`src/rtl/core/tctc_pkg.sv`:
```
package tctc_pkg;

    localparam int ROW_DEPTH  = 4096;
    localparam int COL_DEPTH  = 16384;
    localparam int TILE_DEPTH = 256;

    localparam int ROW_AW  = $clog2(ROW_DEPTH);
    localparam int COL_AW  = $clog2(COL_DEPTH);
    localparam int TILE_AW = $clog2(TILE_DEPTH);

    localparam int ROW_W  = 15;
    localparam int COL_W  = 13;
    localparam int TILE_W = 12;
    localparam int TASK_W = 32;
    localparam int TOT_W  = 48;

    // wide enough for any computed row address (offset + id + 1)
    localparam int RADDR_W = 15;

    typedef enum logic [1:0] {
        OP_WR_ROW  = 2'd0,
        OP_WR_COL  = 2'd1,
        OP_WR_TILE = 2'd2,
        OP_RUN     = 2'd3
    } t_op;

    typedef struct packed {
        logic [1:0]  op;
        logic [13:0] index;
        logic [14:0] value;
        logic [7:0]  tile_ab;
        logic [7:0]  tile_bc;
        logic [7:0]  tile_ac;
        logic [12:0] tile_height;
    } t_req;

    typedef struct packed {
        logic [TASK_W-1:0] task_count;
        logic [TOT_W-1:0]  total_count;
    } t_rsp;

    typedef enum logic [4:0] {
        S_IDLE,
        S_TILE_AB, S_TILE_BC, S_TILE_AC, S_TILE_WAIT,
        S_ROW_AC0, S_ROW_AC1, S_ROW_AB0, S_ROW_AB1, S_ROW_WAIT,
        S_NB, S_NB_ROW0, S_NB_ROW1, S_NB_WAIT,
        S_LAST_AC, S_LAST_BC, S_LAST_WAIT,
        S_MRG_RD, S_MRG_CMP,
        S_DONE
    } t_state;

    typedef struct packed {
        logic             row_re;
        logic [RADDR_W-1:0] row_addr;
        logic             col_re;
        logic [COL_AW:0]  col_addr_a;
        logic [COL_AW:0]  col_addr_b;
        logic             tile_re;
        logic [7:0]       tile_addr;
    } t_rd;

    typedef struct packed {
        logic [ROW_W-1:0]  row;
        logic [COL_W-1:0]  col_a;
        logic [COL_W-1:0]  col_b;
        logic [TILE_W-1:0] tile;
    } t_rdata;

endpackage

```
`src/rtl/core/tctc_walk.sv`:
```
module tctc_walk (
    input  logic                      i_clk,
    input  logic                      i_rst_n,
    input  logic                      i_start,
    input  tctc_pkg::t_req            i_req,
    input  tctc_pkg::t_rdata          i_rdata,
    output tctc_pkg::t_rd             o_rd,
    output logic                      o_busy,
    output logic                      o_done,
    output logic [tctc_pkg::TASK_W-1:0] o_count
);
    localparam int AW = tctc_pkg::RADDR_W;
    localparam int CA = tctc_pkg::COL_AW + 1;

    tctc_pkg::t_state r_state, n_state;

    logic [tctc_pkg::TILE_W-1:0] r_ab_base, r_bc_base, r_ac_base;
    logic [12:0] r_height, r_f;
    logic [14:0] r_ac_lo, r_ac_hi, r_ab_hi, r_k, r_bc_lo, r_bc_hi, r_p, r_q;
    logic [tctc_pkg::COL_W-1:0] r_b, r_ac_last, r_bc_last;
    logic [tctc_pkg::TASK_W-1:0] r_count;

    logic [AW-1:0] ac_row, ab_row, bc_row;
    logic [13:0]   ac_row_w, ab_row_w;
    logic [13:0]   bc_row_w;
    logic [tctc_pkg::COL_W-1:0] nb_id;
    // neighbor id arrives from the column read in S_NB_ROW0, before r_b holds it
    assign nb_id    = (r_state == tctc_pkg::S_NB_ROW0) ? i_rdata.col_a : r_b;
    assign ac_row_w = 14'(r_ac_base) + 14'(r_f);
    assign ab_row_w = 14'(r_ab_base) + 14'(r_f);
    assign bc_row_w = 14'(r_bc_base) + 14'(nb_id);
    assign ac_row = AW'(ac_row_w);
    assign ab_row = AW'(ab_row_w);
    assign bc_row = AW'(bc_row_w);

    logic p_ok, q_ok;
    assign p_ok = r_p < r_ac_hi;
    assign q_ok = r_q < r_bc_hi;

    always_comb begin
        n_state = r_state;
        case (r_state)
            tctc_pkg::S_IDLE:     if (i_start) n_state = tctc_pkg::S_TILE_AB;
            tctc_pkg::S_TILE_AB:  n_state = tctc_pkg::S_TILE_BC;
            tctc_pkg::S_TILE_BC:  n_state = tctc_pkg::S_TILE_AC;
            tctc_pkg::S_TILE_AC:  n_state = tctc_pkg::S_TILE_WAIT;
            tctc_pkg::S_TILE_WAIT:
                n_state = (r_height == 13'd0) ? tctc_pkg::S_DONE : tctc_pkg::S_ROW_AC0;
            tctc_pkg::S_ROW_AC0:  n_state = tctc_pkg::S_ROW_AC1;
            tctc_pkg::S_ROW_AC1:  n_state = tctc_pkg::S_ROW_AB0;
            tctc_pkg::S_ROW_AB0:  n_state = tctc_pkg::S_ROW_AB1;
            tctc_pkg::S_ROW_AB1:  n_state = tctc_pkg::S_ROW_WAIT;
            tctc_pkg::S_ROW_WAIT: n_state = tctc_pkg::S_NB;
            tctc_pkg::S_NB: begin
                if (r_ac_lo == r_ac_hi || r_k >= r_ab_hi)
                    n_state = (r_f + 13'd1 >= r_height) ? tctc_pkg::S_DONE
                                                        : tctc_pkg::S_ROW_AC0;
                else
                    n_state = tctc_pkg::S_NB_ROW0;
            end
            tctc_pkg::S_NB_ROW0:  n_state = tctc_pkg::S_NB_ROW1;
            tctc_pkg::S_NB_ROW1:  n_state = tctc_pkg::S_NB_WAIT;
            tctc_pkg::S_NB_WAIT:  n_state = tctc_pkg::S_LAST_AC;
            tctc_pkg::S_LAST_AC:  n_state = tctc_pkg::S_LAST_BC;
            tctc_pkg::S_LAST_BC:  n_state = tctc_pkg::S_LAST_WAIT;
            tctc_pkg::S_LAST_WAIT: n_state = tctc_pkg::S_MRG_RD;
            tctc_pkg::S_MRG_RD:
                n_state = (p_ok && q_ok) ? tctc_pkg::S_MRG_CMP : tctc_pkg::S_NB;
            tctc_pkg::S_MRG_CMP: begin
                n_state = tctc_pkg::S_MRG_RD;
                if (i_rdata.col_a < i_rdata.col_b && i_rdata.col_b > r_ac_last)
                    n_state = tctc_pkg::S_NB;
                if (i_rdata.col_a > i_rdata.col_b && i_rdata.col_a > r_bc_last)
                    n_state = tctc_pkg::S_NB;
            end
            tctc_pkg::S_DONE:     n_state = tctc_pkg::S_IDLE;
            default:              n_state = tctc_pkg::S_IDLE;
        endcase
    end

    // read requests
    always_comb begin
        o_rd = '0;
        case (r_state)
            tctc_pkg::S_TILE_AB: begin o_rd.tile_re = 1'b1; o_rd.tile_addr = i_req.tile_ab; end
            tctc_pkg::S_TILE_BC: begin o_rd.tile_re = 1'b1; o_rd.tile_addr = i_req.tile_bc; end
            tctc_pkg::S_TILE_AC: begin o_rd.tile_re = 1'b1; o_rd.tile_addr = i_req.tile_ac; end
            tctc_pkg::S_ROW_AC0: begin o_rd.row_re = 1'b1; o_rd.row_addr = ac_row; end
            tctc_pkg::S_ROW_AC1: begin o_rd.row_re = 1'b1; o_rd.row_addr = ac_row + AW'(1); end
            tctc_pkg::S_ROW_AB0: begin o_rd.row_re = 1'b1; o_rd.row_addr = ab_row; end
            tctc_pkg::S_ROW_AB1: begin o_rd.row_re = 1'b1; o_rd.row_addr = ab_row + AW'(1); end
            tctc_pkg::S_NB: begin o_rd.col_re = 1'b1; o_rd.col_addr_a = CA'(r_k); end
            tctc_pkg::S_NB_ROW0: begin o_rd.row_re = 1'b1; o_rd.row_addr = bc_row; end
            tctc_pkg::S_NB_ROW1: begin o_rd.row_re = 1'b1; o_rd.row_addr = bc_row + AW'(1); end
            tctc_pkg::S_LAST_AC: begin
                o_rd.col_re = 1'b1;
                o_rd.col_addr_a = CA'(r_ac_hi - 15'd1);
                o_rd.col_addr_b = CA'(r_bc_hi - 15'd1);
            end
            tctc_pkg::S_MRG_RD: begin
                o_rd.col_re = 1'b1;
                o_rd.col_addr_a = CA'(r_p);
                o_rd.col_addr_b = CA'(r_q);
            end
            default: o_rd = '0;
        endcase
    end

    // tile reads land in the state after the one that issued them; ordered pipeline
    always_ff @(posedge i_clk) begin
        if (!i_rst_n) begin
            r_state <= tctc_pkg::S_IDLE;
        end else begin
            r_state <= n_state;
        end
        case (r_state)
            tctc_pkg::S_IDLE: begin
                r_height <= i_req.tile_height;
                r_f      <= '0;
                r_count  <= '0;
            end
            tctc_pkg::S_TILE_BC:   r_ab_base <= i_rdata.tile;
            tctc_pkg::S_TILE_AC:   r_bc_base <= i_rdata.tile;
            tctc_pkg::S_TILE_WAIT: r_ac_base <= i_rdata.tile;
            tctc_pkg::S_ROW_AC1:   r_ac_lo <= i_rdata.row;
            tctc_pkg::S_ROW_AB0:   r_ac_hi <= i_rdata.row;
            tctc_pkg::S_ROW_AB1:   r_k <= i_rdata.row;
            tctc_pkg::S_ROW_WAIT:  r_ab_hi <= i_rdata.row;
            tctc_pkg::S_NB: begin
                if (r_ac_lo == r_ac_hi || r_k >= r_ab_hi)
                    r_f <= r_f + 13'd1;
                else
                    r_k <= r_k + 15'd1;
            end
            tctc_pkg::S_NB_ROW0:   r_b <= i_rdata.col_a;
            tctc_pkg::S_NB_ROW1:   r_bc_lo <= i_rdata.row;
            tctc_pkg::S_NB_WAIT:   r_bc_hi <= i_rdata.row;
            tctc_pkg::S_LAST_AC: begin
                r_p <= r_ac_lo;
                r_q <= r_bc_lo;
            end
            tctc_pkg::S_LAST_WAIT: begin
                r_ac_last <= i_rdata.col_a;
                r_bc_last <= i_rdata.col_b;
            end
            tctc_pkg::S_MRG_CMP: begin
                if (i_rdata.col_a == i_rdata.col_b) begin
                    r_p <= r_p + 15'd1;
                    r_q <= r_q + 15'd1;
                    if (r_count != '1) r_count <= r_count + 32'd1;
                end else if (i_rdata.col_a < i_rdata.col_b) begin
                    r_p <= r_p + 15'd1;
                end else begin
                    r_q <= r_q + 15'd1;
                end
            end
            default: ;
        endcase
    end

    assign o_busy  = r_state != tctc_pkg::S_IDLE;
    assign o_done  = r_state == tctc_pkg::S_DONE;
    assign o_count = r_count;
endmodule

```
`config.mk`:
```
export PLATFORM = sky130hd
export DESIGN_NAME = tctc_walk
export DESIGN_NICKNAME = d
export VERILOG_FILES = /design/src/rtl/core/tctc_pkg.sv /design/src/rtl/core/tctc_walk.sv
export SDC_FILE = /design/constraint.sdc
export NUM_CORES = 1
export LEC_CHECK = 0
export ABC_AREA = 1
export BUFFER_PORTS_ARGS = -buffer_cell sky130_fd_sc_hd__buf_2
export CORE_ASPECT_RATIO = 1.5
export CORE_UTILIZATION = 50
export DETAILED_ROUTE_END_ITERATION = 10
export HOLD_SLACK_MARGIN = 0.15
export PLACE_DENSITY = 0.71
export SLEW_MARGIN = 20
export SYNTH_ARGS = -nofsm -noshare
export SYNTH_HDL_FRONTEND = slang
export SYNTH_SLANG_ARGS = --single-unit
```
`constraint.sdc`:
```
create_clock -name i_clk -period 5.8 [get_ports i_clk]
set_input_delay 0.29 -clock i_clk [delete_from_list [all_inputs] [get_ports i_clk]]
set_output_delay 0.29 -clock i_clk [all_outputs]
set_load 0.005 [all_outputs]
```
* After elaboration in Yosys (flattened, before gate mapping)
Cells that the tools add are included.
Cells by class: eq/ne operators 29, reductions and logical operators 16, add/sub/neg operators 13, magnitude comparators 8, muxes and demuxes 26
Operators by type and width (number):
- one-hot mux 15 bit (2 select lines) | 4
- one-hot mux 16 bit (6 select lines) | 1
- one-hot mux 5 bit (19 select lines) | 1
- 2-to-1 mux 15 bit | 5
- 2-to-1 mux 32 bit | 2
- one-hot mux 32 bit (2 select lines) | 1
- one-hot mux 16 bit (3 select lines) | 1
- adder 14 x 1 -> 15 bit (second input constant) | 3
- adder 15 x 1 -> 15 bit (second input constant) | 3
- adder 12 x 13 -> 14 bit | 3
- equality test 5 x 4 -> 1 bit (second input constant) | 8
- greater-than comparator 13 bit | 3
- 2-to-1 mux 5 bit | 7
- adder 32 x 1 -> 32 bit (second input constant) | 1
- != test 32 bit (second input constant) | 1
- less-than comparator 15 bit | 2
- subtractor 15 x 1 -> 15 bit (second input constant) | 2
- one-hot mux 9 bit (3 select lines) | 1
- 2-to-1 mux 13 bit | 2
- one-hot mux 13 bit (2 select lines) | 1
- equality test 5 x 3 -> 1 bit (second input constant) | 4
- equality test 5 bit (second input constant) | 4
- equality test 15 bit | 1
- greater-or-equal comparator 15 bit | 1
- other kinds (16) | 30
Word-level totals: word-level logic and storage cells 110, output and inout port bits 90, input bits 124, register bits 258

* Logic depth before layout (Yosys ltp)
depth in word-level cells 5, gate-level depth with buffers 26, depth with buffers taken out 24

* Worst setup path after synthesis
Ideal clock, no wire load.
path type register to register, start register r_state[3], end register r_count, in the netlist o_count[0] (enable), path slack 1.772 ns, library setup time 0.432 ns, data required time 5.368 ns, stages on the path, launching flop included 6, path buffers 0, arrival 3.596 ns, period minus slack after synthesis 4.028 ns, path through dfxtp_1 > nor2_1 > inv_1 > nor3_1 > inv_1 > a21oi_1
Between the ends: cells in the longest elaborated chain, start to end 3, elaborated cells on any way between the ends 6, classes of those cells eq/ne (3); reduce/logical (3)
RTL lines:
- start, declared | line tctc_walk.sv:15 | tctc_pkg::t_state r_state, n_state;
- start signal, assigned | line tctc_walk.sv:112 | r_state <= tctc_pkg::S_IDLE;
- start signal, assigned | line tctc_walk.sv:114 | r_state <= n_state;
- equality test 5 bit / logical NOT 5 bit (equally long branches) | line tctc_walk.sv:116 | case (r_state)
- != test 2 bit (no line) / nonzero test 2 bit (equally long branches)
- AND reduction 3 bit (no line) (*)
- end signal, assigned | line tctc_walk.sv:150 | if (r_count != '1) r_count <= r_count + 32'd1;
- end, declared | line tctc_walk.sv:21 | logic [tctc_pkg::TASK_W-1:0] r_count;
Every way passes the cells marked *; elsewhere a longest branch is shown, timed or not. A chain may end at the register's enable or synchronous reset.

==> run_results.csv <==
group,metric,value,unit
sta,drv_slew,0,
global_routing,antenna_found_initial,3,
sta,hold_violations,0,
pwr,switching_share,36.6,%
floorplan,die_h,231,um
global_routing,grt_pass1_vias,15283,
sta,rsz0062_at_grt,"false",
hold_path,holdCritPathClass,"in2reg",
pwr,pwr-share-clk,27.0,%
detailed_routing,drtAntennaViolNets,0,
floorplan,fp-row-count,83,
synth,yosysTopAreaCell,"edfxtp_1",
setup_path,crit_fanout,24,
detailed_routing,vias,15527,
clock_tree,cts_tree,"built",
sta,holdWs,0.454,ns
sta,setup_viol,0,
clock_tree,post_cts_buffers,0,
clock_tree,h-tree-depth,1,
sta,min_period_over_period,88.6,%
setup_path,critical_path_buf_inv_count,5,
sta,slew_headroom,31.0,%
sta,tightestPinTransition,1.03,ns
layout,multi_input_area,0.00845,mm^2
setup_path,critPathLaunchType,"flip-flop",
layout,fillers,3087,
detailed_routing,drcViolationCount,0,
synth,yosysMostFrequentCell,"nand2_1",
pwr,irDropWorstVdd,0.247,mV
placement,port-buffer-count,181,
pwr,p_int,0.00383,W
detailed_routing,detail_route.iter0.violations,987,
setup_path,path_cells,"inv_4 -> nand3_4 -> nor2_8 -> inv_1 -> o21ai_0 -> ha_1 -> inv_1 -> fa_1 -> inv_1 -> nand2_1 -> nand2_1 -> nand3_1 -> nand2_1 -> nand2_1 -> nand3_1 -> nand2_1 -> nor2_2 -> nand2_1 -> nor2_1 -> a21oi_1 -> o21ai_0 -> buf_2",
detailed_routing,dr.pass1.iters,6,
synth,syn_inst,2147,
synth,synth_top_area_share,41.3,%
synth,yosys_warnings,0,
pwr,power.density,296,mW/mm^2
pwr,p_leak,9.49,nW
setup_path,crit_top_cell,"nand2_1",
global_routing,grt_pass1_wl,77500,um
placement,hpwl,38200,um
pwr,p_comb_share,31.7,%
clock_tree,clock_path_buffers,3,
setup_path,worst_setup_path_end_kind,"output pin",
global_routing,grt_max_degree,69,
floorplan,die_w,155,um
floorplan,ios,214,
layout,regArea,0.00757,mm^2
placement,place_congestion,0.979,
pwr,seq_power_share,41.3,%
synth,syn-num-nets,2413,
layout,postLayoutCellArea,0.0204,mm^2
setup_path,cp_slowest_stage_delay,0.47,ns
synth,synth-seq-area-share,43.4,%
synth,synth_top_flop_cell,"edfxtp_1",
detailed_routing,vias_per_cell,5.44,
layout,drive_gt1_share,12.1,%
clock_tree,clk_pin_slew_worst_paths,0.07,ns
synth,ys_async_sr_fraction,0,%
setup_path,crit_family,"simple AND/OR/NAND/NOR gates",
setup_path,path_class,"reg2out",
detailed_routing,wirelength,49700,um
pwr,p_sw,0.00220,W
setup_path,arrival,4.85,ns
setup_path,required,5.51,ns
layout,final_nets,2673,
sta,period_minus_slack,5.14,ns
setup_path,crit_slowest_cell,"inv_1",
floorplan,initial_core_util,50.9,%
global_routing,grt_usage,28.0,%
clock_tree,cts_root_buffer,"clkbuf_16",
synth,synth.distinct_cells,62,
synth,synth_seq_cells,258,
sta,finalSetupTns,0,ns
floorplan,core,0.0343,mm^2
clock_tree,cts_num_sinks,258,
flow_run,max_cap_viol_count,0,
outcome,outcome,"finished clean",
clock_tree,numCtsBuffers,26,
synth,synth_common_cells,"nand2_1, inv_1, edfxtp_1, nor2_1, nand3_1",
synth,synthTopCellsByArea,"edfxtp_1, nand2_1, ha_1, inv_1, nand3_1",
layout,area_growth,16.7,%
detailed_routing,wire_per_inst,17.4,um
sta,clock_skew,0.0121,ns
global_routing,grt-ovfl-total,0,
synth,syn_area,0.0175,mm^2
placement,place_area,0.0189,mm^2
synth,syn_avg_cell_area,8.13,um^2
layout,final_util,59.4,%
synth,synth_edf_count,240,
clock_tree,clock_latency,0.55,ns
sta,fmax,195,MHz
pwr,total_power,0.00603,W
floorplan,dieArea,0.0357,mm^2
-- path summary, 6_finish.rpt --
path	start	end	slack (ns)	depth (start not counted)
setup / recovery	r_state[4]	o_rd[47]	0.66	22
hold / removal	i_req[11]	r_height[11]	0.45	2
hold reg to reg	r_b[11]	r_b[11]	0.46	2
setup reg to reg	r_f[1]	r_state[1]	2.48	16
-- what timing repair did --
action | in CTS | in global routing
hold buffers | 67 | 0
resized for setup | 0 | 0
hold endpoints to repair | 172 | 0
-- worst reg2reg max path, cell delays in order, from the launching register on --
cell      delay [ns]
edfxtp_1        0.56
ha_1            0.28
nand2_1         0.09
nor2_1          0.19
nand3_1         0.14
nor2_1          0.18
nand2_1         0.09
xor2_1          0.20
inv_1           0.07
ha_1            0.33
nor3b_1         0.30
a21oi_1         0.12
nand3_1         0.24
inv_1           0.10
a21oi_1         0.16
o21ai_0         0.10
inv_1           0.09
-- layer usage --
metal	vias to the layer above	GRT usage (%)	wire length (um)
li1	7748	-	-
met1	7129	29.2	18300
met2	499	53.9	26500
met3	151	3.15	2270
met4	0	15.7	2740
met5	-	0	0
-- sequential cells by signal (all words and copies together) (netlist names), 15 cells and up --
| signal | count |
|---|---|
| r_bc_lo | 15 |
| r_ac_lo | 15 |
| r_ac_hi | 15 |
| r_bc_hi | 15 |
| r_p | 15 |
| r_ab_hi | 15 |
| r_q | 15 |
| r_k | 15 |
| o_count | 32 |
-- cell families (layout without fill, tap and decap cells) --
family,Yosys count,in the layout,share of synthesized area (%)
compound gates,270,270,8.90
xor+xnor,51,51,2.56
fa+ha+maj,142,142,10.3
buf+inv,379,656,8.39
flops,258,258,43.4
other cells,1,4,0.0215
simple gates,1046,1046,26.5
-- cells in the final DEF (no fill, tap or decap), types with 4 or more instances in the layout --
cell type        n
buf_4           15
o21a_1           7
inv_2            4
nor4_1          15
nand2_2          4
o31ai_1          6
o221ai_1        12
clkinv_1         8
clkbuf_16       27
nand2_1        530
edfxtp_1       240
xor2_1          25
nand3_2          8
o22ai_1          9
nand4_1         44
nor3_1          53
dlygate4sd3_1   67
nor3b_1          6
clkinv_2         7
nor2_1         185
nor2_2          19
xnor2_1         26
o21ai_0         76
nand3_1        156
o211ai_1        12
o21bai_1         5
buf_2          181
a21oi_1        114
nor3_2           7
a31oi_1          6
dfxtp_1         18
inv_1          337
ha_1           139
-- cell type report --
class	instances	area share (%)
multi-input cells	1510	41.5
flip-flops and latches	258	37.2
repair buffers	263	8.30
inverters	348	6.43
clock buffers	30	3.37
well taps	425	2.61
clock inverters	15	0.565
diodes	3	0.0369
-- power groups by stage --
stage	logic, W	registers, W	clock network [W]
after floorplan	0.00126	0.00247	0
after detailed placement	0.00186	0.00253	0
after CTS	0.00190	0.00249	0.00166
after global placement	0.00182	0.00252	0
final	0.00191	0.00249	0.00163
after global routing	0.00214	0.00252	0.00173
-- through the flow --
stage,instances,setup WS (ns)
final,2852,0.659
after global routing,2852,0.161
after CTS,2849,0.709
after detailed placement,2737,1.32
after global placement,2737,1.43
after floorplan,2147,1.77
No activity file was read; power rests on OpenSTA's default activity.
